$ cat src/iptl_pkg.sv
// ----------------------------------------------------------------------------
// iptl_pkg: shared types and constants of the IP permission table
// Request/response payloads, entry layout, opcodes, FSM states and the
// command/status bundles between controller and datapath.
// ----------------------------------------------------------------------------
`timescale 1ns / 1ps
`default_nettype none

package iptl_pkg;

   localparam int ENTRIES  = 1024;
   localparam int IDX_W    = $clog2(ENTRIES);
   localparam int CNT_W    = IDX_W + 1;
   localparam int MEM_AW   = IDX_W + 1;
   localparam int MEM_DEPTH = 2 * (1 << IDX_W);
   localparam int COUNT_W  = 11;

   localparam logic [2:0] PERM_RW = 3'b011;

   typedef enum logic [1:0] {
      OP_INSERT = 2'd0,
      OP_COMMIT = 2'd1,
      OP_LOOKUP = 2'd2,
      OP_NOP    = 2'd3
   } op_type;

   typedef enum logic [1:0] {
      ST_OK     = 2'd0,
      ST_MISS   = 2'd1,
      ST_FULL   = 2'd2,
      ST_REJECT = 2'd3
   } status_type;

   typedef struct packed {
      logic [1:0]  opcode;
      logic [31:0] ip_address;
      logic [2:0]  permission_bits;
   } req_type;

   typedef struct packed {
      logic [1:0]         status;
      logic [2:0]         granted;
      logic [COUNT_W-1:0] entry_count;
   } rsp_type;

   typedef struct packed {
      logic [31:0] addr;
      logic [2:0]  perm;
   } entry_type;

   typedef enum logic [2:0] {
      S_IDLE,
      S_DECODE,
      S_SRCH_RD,
      S_SRCH_CMP,
      S_MISSED,
      S_SHIFT_RD,
      S_SHIFT_WR,
      S_FINISH
   } state_type;

   typedef enum logic [3:0] {
      K_INS_NEW,
      K_INS_MERGE,
      K_FULL,
      K_REJECT,
      K_COMMIT,
      K_HIT,
      K_MISS,
      K_EMPTY,
      K_NOP
   } kind_type;

   typedef struct packed {
      logic     load;
      logic     rd_mid;
      logic     step;
      logic     rd_shift;
      logic     wr_shift;
      logic     finish;
      kind_type kind;
   } cmd_type;

   typedef struct packed {
      logic is_insert;
      logic is_commit;
      logic is_lookup;
      logic perm_zero;
      logic active_empty;
      logic search_open;
      logic hit;
      logic full;
      logic shift_more;
      logic out_free;
   } stat_type;

endpackage

`default_nettype wire

$ cat src/iptl_ctrl.sv
// ----------------------------------------------------------------------------
// iptl_ctrl: sequencing state machine
// Steps one request through decode, binary search, sorted-insert shift
// and result hand-off.
// ----------------------------------------------------------------------------
`timescale 1ns / 1ps
`default_nettype none

module iptl_ctrl (
   input  wire logic              clock,
   input  wire logic              reset,
   input  wire logic              req_valid,
   output      logic              req_stall,
   input  wire iptl_pkg::stat_type stat,
   output      iptl_pkg::cmd_type  cmd
);

   import iptl_pkg::*;

   state_type state_ff, state_in;
   kind_type  kind_ff, kind_in;

   always_ff @(posedge clock) begin
      if (reset) begin
         state_ff <= S_IDLE;
         kind_ff  <= K_NOP;
      end else begin
         state_ff <= state_in;
         kind_ff  <= kind_in;
      end
   end

   // next state
   always_comb begin
      state_in = state_ff;
      kind_in  = kind_ff;
      unique case (state_ff)
         S_IDLE: begin
            if (req_valid) state_in = S_DECODE;
         end
         S_DECODE: begin
            priority if (stat.is_insert) begin
               if (stat.perm_zero) begin
                  kind_in  = K_REJECT;
                  state_in = S_FINISH;
               end else begin
                  state_in = S_SRCH_RD;
               end
            end else if (stat.is_commit) begin
               kind_in  = K_COMMIT;
               state_in = S_FINISH;
            end else if (stat.is_lookup) begin
               if (stat.active_empty) begin
                  kind_in  = K_EMPTY;
                  state_in = S_FINISH;
               end else begin
                  state_in = S_SRCH_RD;
               end
            end else begin
               kind_in  = K_NOP;
               state_in = S_FINISH;
            end
         end
         S_SRCH_RD: begin
            state_in = stat.search_open ? S_SRCH_CMP : S_MISSED;
         end
         S_SRCH_CMP: begin
            if (stat.hit) begin
               kind_in  = stat.is_insert ? K_INS_MERGE : K_HIT;
               state_in = S_FINISH;
            end else begin
               state_in = S_SRCH_RD;
            end
         end
         S_MISSED: begin
            priority if (!stat.is_insert) begin
               kind_in  = K_MISS;
               state_in = S_FINISH;
            end else if (stat.full) begin
               kind_in  = K_FULL;
               state_in = S_FINISH;
            end else begin
               state_in = S_SHIFT_RD;
            end
         end
         S_SHIFT_RD: begin
            if (stat.shift_more) begin
               state_in = S_SHIFT_WR;
            end else begin
               kind_in  = K_INS_NEW;
               state_in = S_FINISH;
            end
         end
         S_SHIFT_WR: state_in = S_SHIFT_RD;
         S_FINISH: begin
            if (stat.out_free) state_in = S_IDLE;
         end
         default: state_in = S_IDLE;
      endcase
   end

   // outputs
   always_comb begin
      cmd       = '0;
      cmd.kind  = kind_ff;
      req_stall = 1'b1;
      unique case (state_ff)
         S_IDLE: begin
            req_stall = 1'b0;
            cmd.load  = req_valid;
         end
         S_SRCH_RD:  cmd.rd_mid   = stat.search_open;
         S_SRCH_CMP: cmd.step     = !stat.hit;
         S_SHIFT_RD: cmd.rd_shift = stat.shift_more;
         S_SHIFT_WR: cmd.wr_shift = 1'b1;
         S_FINISH:   cmd.finish   = stat.out_free;
         default: ;
      endcase
   end

endmodule

`default_nettype wire

$ cat config.mk
export PLATFORM = sky130hd
export DESIGN_NAME = iptl_ctrl
export DESIGN_NICKNAME = d
export VERILOG_FILES = /design/src/iptl_pkg.sv /design/src/iptl_ctrl.sv
export SDC_FILE = /design/constraint.sdc
export NUM_CORES = 1
export LEC_CHECK = 0
export BUFFER_PORTS_ARGS = -buffer_cell sky130_fd_sc_hd__buf_4
export CAP_MARGIN = 40
export CELL_PAD_IN_SITES_DETAIL_PLACEMENT = 1
export CELL_PAD_IN_SITES_GLOBAL_PLACEMENT = 2
export CORE_MARGIN = 3
export CORE_UTILIZATION = 23
export DETAILED_ROUTE_END_ITERATION = 16
export PLACE_DENSITY = 0.79
export SKIP_LAST_GASP = 1
export SLEW_MARGIN = 0
export SYNTH_ARGS = -nofsm -noshare
export SYNTH_HDL_FRONTEND = slang
export SYNTH_SLANG_ARGS = --single-unit
$ cat constraint.sdc
create_clock -name clock -period 2.4 [get_ports clock]
set_input_delay 0.48 -clock clock [delete_from_list [all_inputs] [get_ports clock]]
set_output_delay 0.48 -clock clock [all_outputs]
set_load 0.03 [all_outputs]
### After elaboration in Yosys (flattened, before gate mapping)

Index checks and enable logic that the tools add are counted.

* output and inout port bits: 11
* bits in registers: 7
* word-level logic and storage cells: 52
* input bits: 13

* reductions and logical operators: 5
* muxes and demuxes: 31
* equality and inequality tests: 14

Operators with widths (number)
* 2-to-1 mux 4 bit: 9
* 2-to-1 mux 3 bit: 10
* case mux 3 bit (8 select lines): 1
* case mux 4 bit (4 select lines): 1
* equality test 3 bit, second input constant: 4
* 2-to-1 mux 1 bit: 8
* != test 2 bit, second input constant: 4
* equality test 3 x 2 -> 1 bit, second input constant: 2
* != test 3 bit, second input constant: 2
* AND reduction 6 bit: 1
* != test 5 bit, second input constant: 1
* 2-to-1 mux 2 bit: 2
* nonzero test 4 bit: 1
* equality test 3 x 1 -> 1 bit, second input constant: 1
* zero test 3 bit: 1
* AND reduction 2 bit: 1
* zero test 1 bit: 1

### Logic depth before layout (Yosys ltp)

Gate-level depths: netlist (run 1).

* depth in word-level cells: 5
* gate-level depth with buffers: 5
* mapped depth without buffers: 4

### Least setup slack after synthesis (run 1)

Ideal clock, no wire load.

* kind: reg2out
* start point: register state_ff[0]
* end point: output port cmd[9] in the netlist's numbering
* arrival: 1.535 ns
* path buffers: 1
* path slack: 0.385 ns
* data required time: 1.920 ns
* cell stages (with the launch flop): 4
* cell sequence: dfxtp_1 -> clkbuf_1 -> or3_1 -> nor2_1

RTL lines
* start: declaration: line iptl_ctrl.sv:20 `state_type state_ff, state_in;`
* start signal: assignment: line iptl_ctrl.sv:28 `state_ff <= state_in;`
* end: declaration: line iptl_ctrl.sv:15 `output iptl_pkg::cmd_type cmd`

### Worst setup path in the final report (run 1)

* start point: register state_ff[2]
* end point: register kind_ff[0]

* longest elaborated chain between the ends: 3
* elaborated cells between the ends (all ways): 12
* those cells by class: eq/ne (9); mux (1); reduce/logical (2)

Ends and longest elaborated chain
* equality test 3 x 1 -> 1 bit, or another cell as far along: line iptl_ctrl.sv:37 `unique case (state_ff)`
* != test 5 bit (no line), or another cell as far along
* AND reduction 6 bit (no line)
* end signal: assignment: line iptl_ctrl.sv:29 `kind_ff <= kind_in;`
* end: declaration: line iptl_ctrl.sv:21 `kind_type kind_ff, kind_in;`

Several ways; a longest one is shown, not always the timed one.
A chain may end at the register's enable or synchronous reset.

==> results of run 1 <==
critical path, cell delays in order, from the launching register on:
cell and delay (ps):
dfxtp_1 590, nand3b_1 210, nor2_1 70, or4_1 660
mux2_4 340
area by class of cell:
class,instances,area share (%)
Clock buffer,4,3.38
Inverter,2,0.966
Multi-Input combinational cell,61,49.0
Sequential cell,7,18.0
Tap cell,28,4.51
Timing Repair Buffer,25,24.2
final timing paths:
kind                    start         end  slack [ps]  depth (start not counted)
setup / recovery  state_ff[2]  kind_ff[0]         420                          4
hold / removal     kind_ff[1]  kind_ff[1]         480                          2
setup reg to reg  state_ff[2]  kind_ff[0]         420                          4
hold reg to reg    kind_ff[1]  kind_ff[1]         480                          2
power by group through the flow:
stage	Combinational [mW]	Sequential [mW]	Clock, mW
2_1_floorplan	0.375	0.255	0
3_3_place_gp	0.571	0.232	0
3_5_place_dp	0.574	0.235	0
4_1_cts	0.576	0.232	0.113
5_1_grt	0.637	0.240	0.127
6_report	0.567	0.228	0.106
synthesized netlist by cell type (all sizes together):
| master | count |
|---|---|
| nor2 | 13 |
| nand2b | 9 |
| dfxtp | 7 |
| clkbuf | 4 |
| mux2i | 4 |
| nand2 | 4 |
| o21ai | 4 |
| a21oi | 3 |
| and3 | 3 |
| nor2b | 3 |
| a211oi | 2 |
| a21boi | 2 |
| inv | 2 |
| nand3b | 2 |
| nor3 | 2 |
| a2111oi | 1 |
| a221o | 1 |
| a31oi | 1 |
| buf | 1 |
| mux2 | 1 |
| o22ai | 1 |
| or3 | 1 |
| or3b | 1 |
| or4 | 1 |
| or4b | 1 |
| xor2 | 1 |
state kept, by name, indices dropped and copies added (netlist names):
| name | cells |
|---|---|
| state_ff | 3 |
| kind_ff | 4 |
cells by family after synthesis:
kind of cell / after synthesis
flops: 7
buf+inv: 7
mux: 5
simple gates: 40
compound gates: 15
xor+xnor: 1
layout by cell type, fill, tap and decap left out:
cell,count
a2111oi_0,1
a211oi_1,2
a21boi_0,2
a21oi_1,3
a221o_1,1
a31oi_1,1
and3_1,2
and3_4,1
buf_4,25
clkbuf_1,1
clkbuf_4,3
dfxtp_1,7
inv_1,2
mux2_4,1
mux2i_1,4
nand2_1,4
nand2b_1,9
nand3b_1,2
nor2_1,13
nor2b_1,3
nor3_1,2
o21ai_0,3
o21ai_1,1
o22ai_1,1
or3_1,1
or3b_2,1
or4_1,1
or4b_1,1
xor2_1,1
metal layers:
layer / share of wire [%] / up-vias / global-route usage, %
met1: 45 / 276 / 14.6
li1: - / 311 / -
met4: 2.7 / 0 / 7.47
met2: 47 / 18 / 21.3
met5: 0 / - / 0
met3: 5.3 / 6 / 4.09
==> key figures, run 1 <==
Outcome
  – Status: completed

Finish
  – Layout cells sized above 1: 31.3%
  – Final instance area: 777 sq um
  – Reg area: 140 sq um
  – Layout area overhead: 41.8%
  – Fillcell total: 294
  – Final Util: 34.8%
  – Nets: 113
  – Antenna Diode Count: 0
  – Area of the multi-input gates: 380 sq um
  – Layout Cells excl Fill: 127

Placed design
  – DP Area: 751 sq um
  – Placer Congestion: 0.732
  – Placed insts: 123
  – Detailed Place HPWL: 1280 um
  – Dpl ws: 278 ps
  – Buffers on Ports: 23

Global routing
  – Initial antenna violation count: 0
  – Largest net degree at the start of global routing: 16
  – Vias in the first global route: 626
  – Aggregate global routing overflow: 0
  – Gr usage total: 13.0%
  – First-pass GRT wire length: 2700 um

Synthesis
  – Synth Area per Inst: 7.31 sq um
  – Yosys reg bits: 7
  – Most area-consuming cells after synthesis: dfxtp_1 (26%), nand2b_1 (10%), nor2_1 (8.9%), mux2i_1 (7.3%), nor2b_1 (3.4%)
  – Register area share after synthesis: 25.6%
  – Post-Syn Area: 548 sq um
  – Adder-Cell Fraction of Synth Area: 0%
  – Distinct cell type count after synthesis: 28
  – Synth Area in Simple Gates: 40.2%
  – Synth Instances: 75
  – Largest family of logic cells by synthesized area: simple AND/OR/NAND/NOR gates
  – Syn Nets: 88
  – Yosys warnings: 0
  – Synth area leader: dfxtp_1
  – Post-Synth XOR/XNOR Area: 1.60%
  – Share of the synthesized area in the top cell type: 25.6%
  – Synth Area in Compound Gates: 17.6%
  – Post-synthesis mux area share: 10.0%

Route
  – Routed len/inst: 12.3 um
  – WL final: 1560 um
  – Post-DRT Antenna Nets: 0
  – Initial DRC count: 1
  – Pre-Repair DR Iteration Count: 3
  – Total number of vias: 611
  – Residual DRC: 0
  – Vias per inst: 4.81

STA
  – Hold Fails Final Rpt: 0
  – Fmax: 505 MHz
  – Setup tns final: 0 ps
  – Slew Limit Fails: 0
  – Final setup margin: 418 ps
  – Hold WS: 479 ps
  – Relative slew slack: 69.0%
  – Setup-failing EPs final: 0
  – Tmin final: 1980 ps
  – RSZ-0062 raised after global routing: false
  – Worst slew pin tran: 453 ps
  – Final period util: 82.6%
  – Clock skew: 3.84 ps

Pwr
  – Share of power burned in combinational logic: 62.9%
  – Peak ir drop on the vdd network: 0.000416 V
  – Clock power frac: 11.8%
  – P_int: 480 uW
  – Sw power: 421 uW
  – Switching fraction of total power: 46.7%
  – Leakage power: 0.355 nW
  – Sequential Power Share: 25.3%
  – Power Total: 902 uW
  – Pwr dens: 1160 nW/um^2

CTS
  – Post-CTS resize count: 0
  – CTS H-tree depth: 1
  – CTS Buffer Depth: 2
  – Clk root buf: clkbuf_4
  – Post-CTS setup buffers: 0
  – Worst-Skew Late Latency: 250 ps
  – Clock transition at path regs: 50 ps
  – CTS Buf Count: 3
  – Clk sinks: 7
  – Hold-fix buffers, CTS: 0
  – CTS tree: built

Die
  – Chip Width: 54.8 um
  – Die height: 54.8 um
  – Ports: 24
  – Initial core utilization: 24.5%
  – Row Count: 17
  – Core area: 2230 sq um
  – Die area: 3000 sq um

Worst setup path
  – CP arrival: 2120 ps
  – Crit path required time: 2530 ps
  – CP Capture Type: flop
  – Maximum fanout along the worst path: 15
  – Setup CP Type: reg2reg
  – CP startpoint kind: flop

Flow run
  – Max-capacitance violation count: 0

Worst hold path
  – Hold Path Class: reg2reg
No activity file was read; power rests on OpenSTA's default activity.
==> inputs of run 2 (changes only) <==
Settings changed: CORE_UTILIZATION 23 to 21, PLACE_DENSITY 0.79 to 0.76.
Clock period 2.4 ns to 1.65 ns, I/O delays scaled along.
==> key figures, run 2 (synthesized netlist as in run 1, its figures left out) <==
STA
  – Setup-failing EPs final: 1
  – Fmax: 601 MHz
  – Final period util: 101%
  – RSZ-0062 raised after global routing: true
  – Final setup margin: -14.8 ps
  – Relative slew slack: 75.4%
  – Slew Limit Fails: 0
  – Tmin final: 1660 ps
  – Hold Fails Final Rpt: 0
  – Worst slew pin tran: 359 ps
  – Clock skew: 3.18 ps

CTS
  – CTS H-tree depth: 1
  – Clk sinks: 7
  – Clock transition at path regs: 50 ps
  – Hold-fix buffers, CTS: 0
  – CTS Buffer Depth: 2
  – Worst-Skew Late Latency: 250 ps
  – CTS tree: built
  – Clk root buf: clkbuf_4
  – CTS Buf Count: 3

Die
  – Die area: 3260 sq um
  – Chip Width: 57.1 um
  – Row Count: 17
  – Core area: 2340 sq um
  – Die height: 57.1 um
  – Ports: 24
  – Initial core utilization: 23.4%

Route
  – Residual DRC: 0
  – Vias per inst: 4.73
  – Routed len/inst: 13.8 um
  – Total number of vias: 677
  – Pre-Repair DR Iteration Count: 3
  – WL final: 1970 um
  – Initial DRC count: 4
  – Post-DRT Antenna Nets: 0

Pwr
  – Peak ir drop on the vdd network: 0.000837 V
  – P_int: 968 uW
  – Sw power: 725 uW
  – Leakage power: 0.445 nW
  – Clock power frac: 9.3%
  – Switching fraction of total power: 42.8%
  – Pwr dens: 1770 nW/um^2
  – Sequential Power Share: 19.7%
  – Share of power burned in combinational logic: 71.0%

Worst setup path
  – Setup CP Type: reg2out
  – Crit path max-delay cell type: or3_4
  – Most used cell, CP: buf_6
  – Worst stage delay on the critical path: 400 ps
  – CP arrival: 1330 ps
  – CP cell instances: buf_6, or3_4, nor2_4, buf_6
  – Crit path buffers/inverters: 2
  – Kind of cell adding the most delay to the critical path: simple AND/OR/NAND/NOR gates
  – Crit path required time: 1320 ps
  – CP startpoint kind: flop
  – Maximum fanout along the worst path: 3
  – CP Capture Type: output port

Finish
  – Largest regs: kind_ff x4, state_ff x3
  – Layout Cells excl Fill: 143
  – Commonest non-fill, non-tap cell in the layout: buf_4
  – Final instance area: 957 sq um
  – Layout area overhead: 74.7%
  – Final Util: 40.9%
  – Top reg by flops: kind_ff
  – Antenna Diode Count: 0
  – Nets: 129
  – Max FFs per register: 4
  – Most frequent cells in the layout: buf_4 (36), nor2_1 (11), nand2b_1 (9), buf_6 (5)
  – Layout cells sized above 1: 49.6%

Flow run
  – Max-capacitance violation count: 0

Placed design
  – Detailed Place HPWL: 1570 um
  – Buffers on Ports: 23
  – Placed insts: 134
  – DP Area: 866 sq um
  – Placer Congestion: 0.727

Outcome
  – Status: finished, violations left
  – Failing checks: setup timing

Worst hold path
  – Hold Path Class: in2reg

Global routing
  – First-pass GRT wire length: 3390 um
  – Initial antenna violation count: 0
  – Vias in the first global route: 740
  – Aggregate global routing overflow: 0
  – Gr usage total: 13.4%
  – Largest net degree at the start of global routing: 12
run 2: cell count changes in the layout (fill, tap and decap cells not counted), sizes merged:
cell | before | now
buf | 25 | 41
run 2: power by group through the flow:
stage | registers [mW] | logic [mW] | clock network [mW]
3_5_place_dp | 0.340 | 1.06 | 0
2_1_floorplan | 0.384 | 0.620 | 0
6_report | 0.333 | 1.20 | 0.157
5_1_grt | 0.349 | 1.30 | 0.177
3_3_place_gp | 0.341 | 1.04 | 0
4_1_cts | 0.335 | 1.20 | 0.167
run 2: path summary, 6_finish.rpt:
kind / slack (ps) / cells after the start / startpoint / to
setup / recovery: -10 / 4 / state_ff[2] / cmd[9]
hold / removal: 320 / 2 / reset / state_ff[1]
setup reg to reg: 0 / 5 / state_ff[2] / kind_ff[0]
hold reg to reg: 480 / 2 / kind_ff[1] / kind_ff[1]
run 2: routing by layer:
layer	wire length [um]	track usage, %
met5	0	0
met4	24	4.97
met3	121	3.85
met2	962	22.3
met1	859	16.2
run 2: stage by stage:
| stage | power (mW) | setup slack [ps] | setup TNS (ps) | hold slack [ps] |
|---|---|---|---|---|
| detailed placement | 1.40 | -93.5 | -338 | 476 |
| floorplan | 1.00 | -22.8 | -38.8 | 513 |
| CTS | 1.70 | -60.2 | -72.7 | 307 |
| global route | 1.83 | -79.4 | -385 | 320 |
| global placement | 1.38 | -68.0 | -148 | 463 |
| finish | 1.69 | -14.8 | -14.8 | 320 |
run 2: area by class of cell:
type                            instances  area [sq um]
Fill cell                             310          1380
Timing Repair Buffer                   41           327
Clock buffer                            4          26.3
Tap cell                               28          35.0
Multi-Input combinational cell         61           415
Sequential cell                         7           146
Inverter                                2          7.51
run 2: what timing repair did:
item | CTS | global route
buffers inserted | 4 | 1
endpoints found under the setup margin | 5 | 7
pin swaps | 3 | 1
gates resized for setup | 7 | 1
==> inputs of run 3 (changes only) <==
Settings changed: CELL_PAD_IN_SITES_DETAIL_PLACEMENT 1 to unset, CELL_PAD_IN_SITES_GLOBAL_PLACEMENT 2 to unset, CORE_UTILIZATION 21 to 40.
==> key figures, run 3 (synthesized netlist as in run 1, its figures left out) <==
Global routing
  – Aggregate global routing overflow: 0
  – Largest net degree at the start of global routing: 13
  – First-pass GRT wire length: 2630 um
  – Initial antenna violation count: 0
  – Vias in the first global route: 646
  – Gr usage total: 18.8%

Worst setup path
  – CP Capture Type: output port
  – Setup CP Type: reg2out
  – Crit path required time: 1320 ps
  – Worst stage delay on the critical path: 350 ps
  – Reg2Reg Capture Point: kind_ff[0]
  – Maximum fanout along the worst path: 8
  – Worst reg-to-reg setup slack: 30 ps
  – Crit path max-delay cell type: or3_4
  – CP startpoint kind: flop
  – R2r startpoint: state_ff[2]
  – CP cell instances: buf_6, or3_4, nor2_4, buf_6
  – Worst r2r path cells: 4
  – CP arrival: 1300 ps
  – Most used cell, CP: buf_6

Route
  – WL final: 1520 um
  – Routed len/inst: 12.7 um
  – Post-DRT Antenna Nets: 0
  – Initial DRC count: 12
  – Vias per inst: 5.57
  – Total number of vias: 668
  – Residual DRC: 0
  – Pre-Repair DR Iteration Count: 4

Die
  – Chip Width: 43.0 um
  – Ports: 24
  – Die area: 1850 sq um
  – Initial core utilization: 46.2%
  – Die height: 43.0 um
  – Row Count: 12
  – Core area: 1190 sq um

CTS
  – Clk root buf: clkbuf_4
  – Clk sinks: 7
  – CTS tree: built
  – CTS Buf Count: 3
  – CTS H-tree depth: 1
  – Worst-Skew Late Latency: 260 ps
  – CTS Buffer Depth: 2
  – Clock transition at path regs: 60 ps

Placed design
  – Placer Congestion: 0.734
  – Buffers on Ports: 23
  – Detailed Place HPWL: 1160 um
  – DP Area: 818 sq um

Pwr
  – Pwr dens: 1770 nW/um^2
  – Leakage power: 0.397 nW
  – Peak ir drop on the vdd network: 0.00113 V
  – Power Total: 1.52 mW

Finish
  – Most frequent cells in the layout: buf_4 (30), nor2_1 (11), nand2b_1 (9)
  – Nets: 120
  – Top reg by flops: kind_ff
  – Max FFs per register: 4
  – Commonest non-fill, non-tap cell in the layout: buf_4
  – Layout area overhead: 57.1%
  – Largest regs: kind_ff x4, state_ff x3
  – Final instance area: 861 sq um
  – Final Util: 72.6%
  – Layout cells sized above 1: 45.3%
  – Antenna Diode Count: 0
  – Fillcell total: 96

STA
  – Tmin final: 1630 ps
  – Worst slew pin tran: 521 ps
  – RSZ-0062 raised after global routing: true
  – Setup-failing EPs final: 0
  – Slew Limit Fails: 0
  – Hold WS: 306 ps
  – Setup tns final: 0 ps
  – Final period util: 98.7%
  – Clock skew: 7.46 ps
  – Hold Fails Final Rpt: 0
  – Relative slew slack: 64.4%
  – Fmax: 614 MHz

Outcome
  – Status: completed

Worst hold path
  – Hold Path Stages: 2
  – Hold_sp: reset
  – Hold Path Class: in2reg
  – Hold EP: state_ff[1]

Flow run
  – Max-capacitance violation count: 0
==> run 3: cell types whose count changed in the layout (fill, tap and decap cells not counted), sizes merged <==
cell	previous run	this run
buf	41	32
==> run 3: critical path, delay by kind of cell (launching register included) <==
| kind | cells | cell delay, ps |
|---|---|---|
| simple gates | 2 | 440 |
| buf+inv | 2 | 270 |
| flops | 1 | 340 |
==> run 3: what timing repair did <==
item / CTS / global route
buffers inserted: 0 / 0
resized for setup: 4 / 1
pin swaps: 1 / 0
hold buffers: 0 / 0
hold endpoints to repair: 0 / 0
setup endpoints to repair: 2 / 5
==> run 3: layout make-up <==
class / count / area (sq um) / area share [%]
Timing Repair Buffer: 32 / 248 / 28.8
Clock buffer: 4 / 26.3 / 3.05
Inverter: 2 / 7.51 / 0.872
Tap cell: 14 / 17.5 / 2.03
Multi-Input combinational cell: 61 / 415 / 48.3
Sequential cell: 7 / 146 / 17.0
==> run 3: metrics by stage <==
stage / cells / setup WS, ps
2_1_floorplan: 75 / -22.8
3_3_place_gp: 116 / -52.8
3_5_place_dp: 116 / -103
4_1_cts: 120 / -0.303
5_1_grt: 120 / -20.9
6_report: 120 / 20.8
==> run 3: worst max path at each step <==
stage	startpoint	end	depth (start not counted)
4_1_cts	state_ff[2]	kind_ff[0]	4
5_1_grt	state_ff[0]	cmd[9]	4
6_report	state_ff[0]	cmd[9]	4
3_3_place_gp	stat[9]	kind_ff[0]	5
2_1_floorplan	stat[9]	kind_ff[0]	5
3_5_place_dp	stat[9]	kind_ff[0]	5
==> run 3: per-layer routing <==
layer	global-route usage, %	vias to the layer above	share of wire, %
met3	3.39	8	8.7
met2	30.8	41	48
met4	14.5	0	2.8
met5	0	-	0
met1	21.2	295	41
li1	-	324	-
==> run 3: report_power, final <==
| part | internal [mW] | switching, mW | total, mW |
|---|---|---|---|
| clock network | 0.0926 | 0.0689 | 0.162 |
| logic | 0.500 | 0.504 | 1.00 |
| registers | 0.256 | 0.101 | 0.358 |
| total | 0.849 | 0.675 | 1.52 |
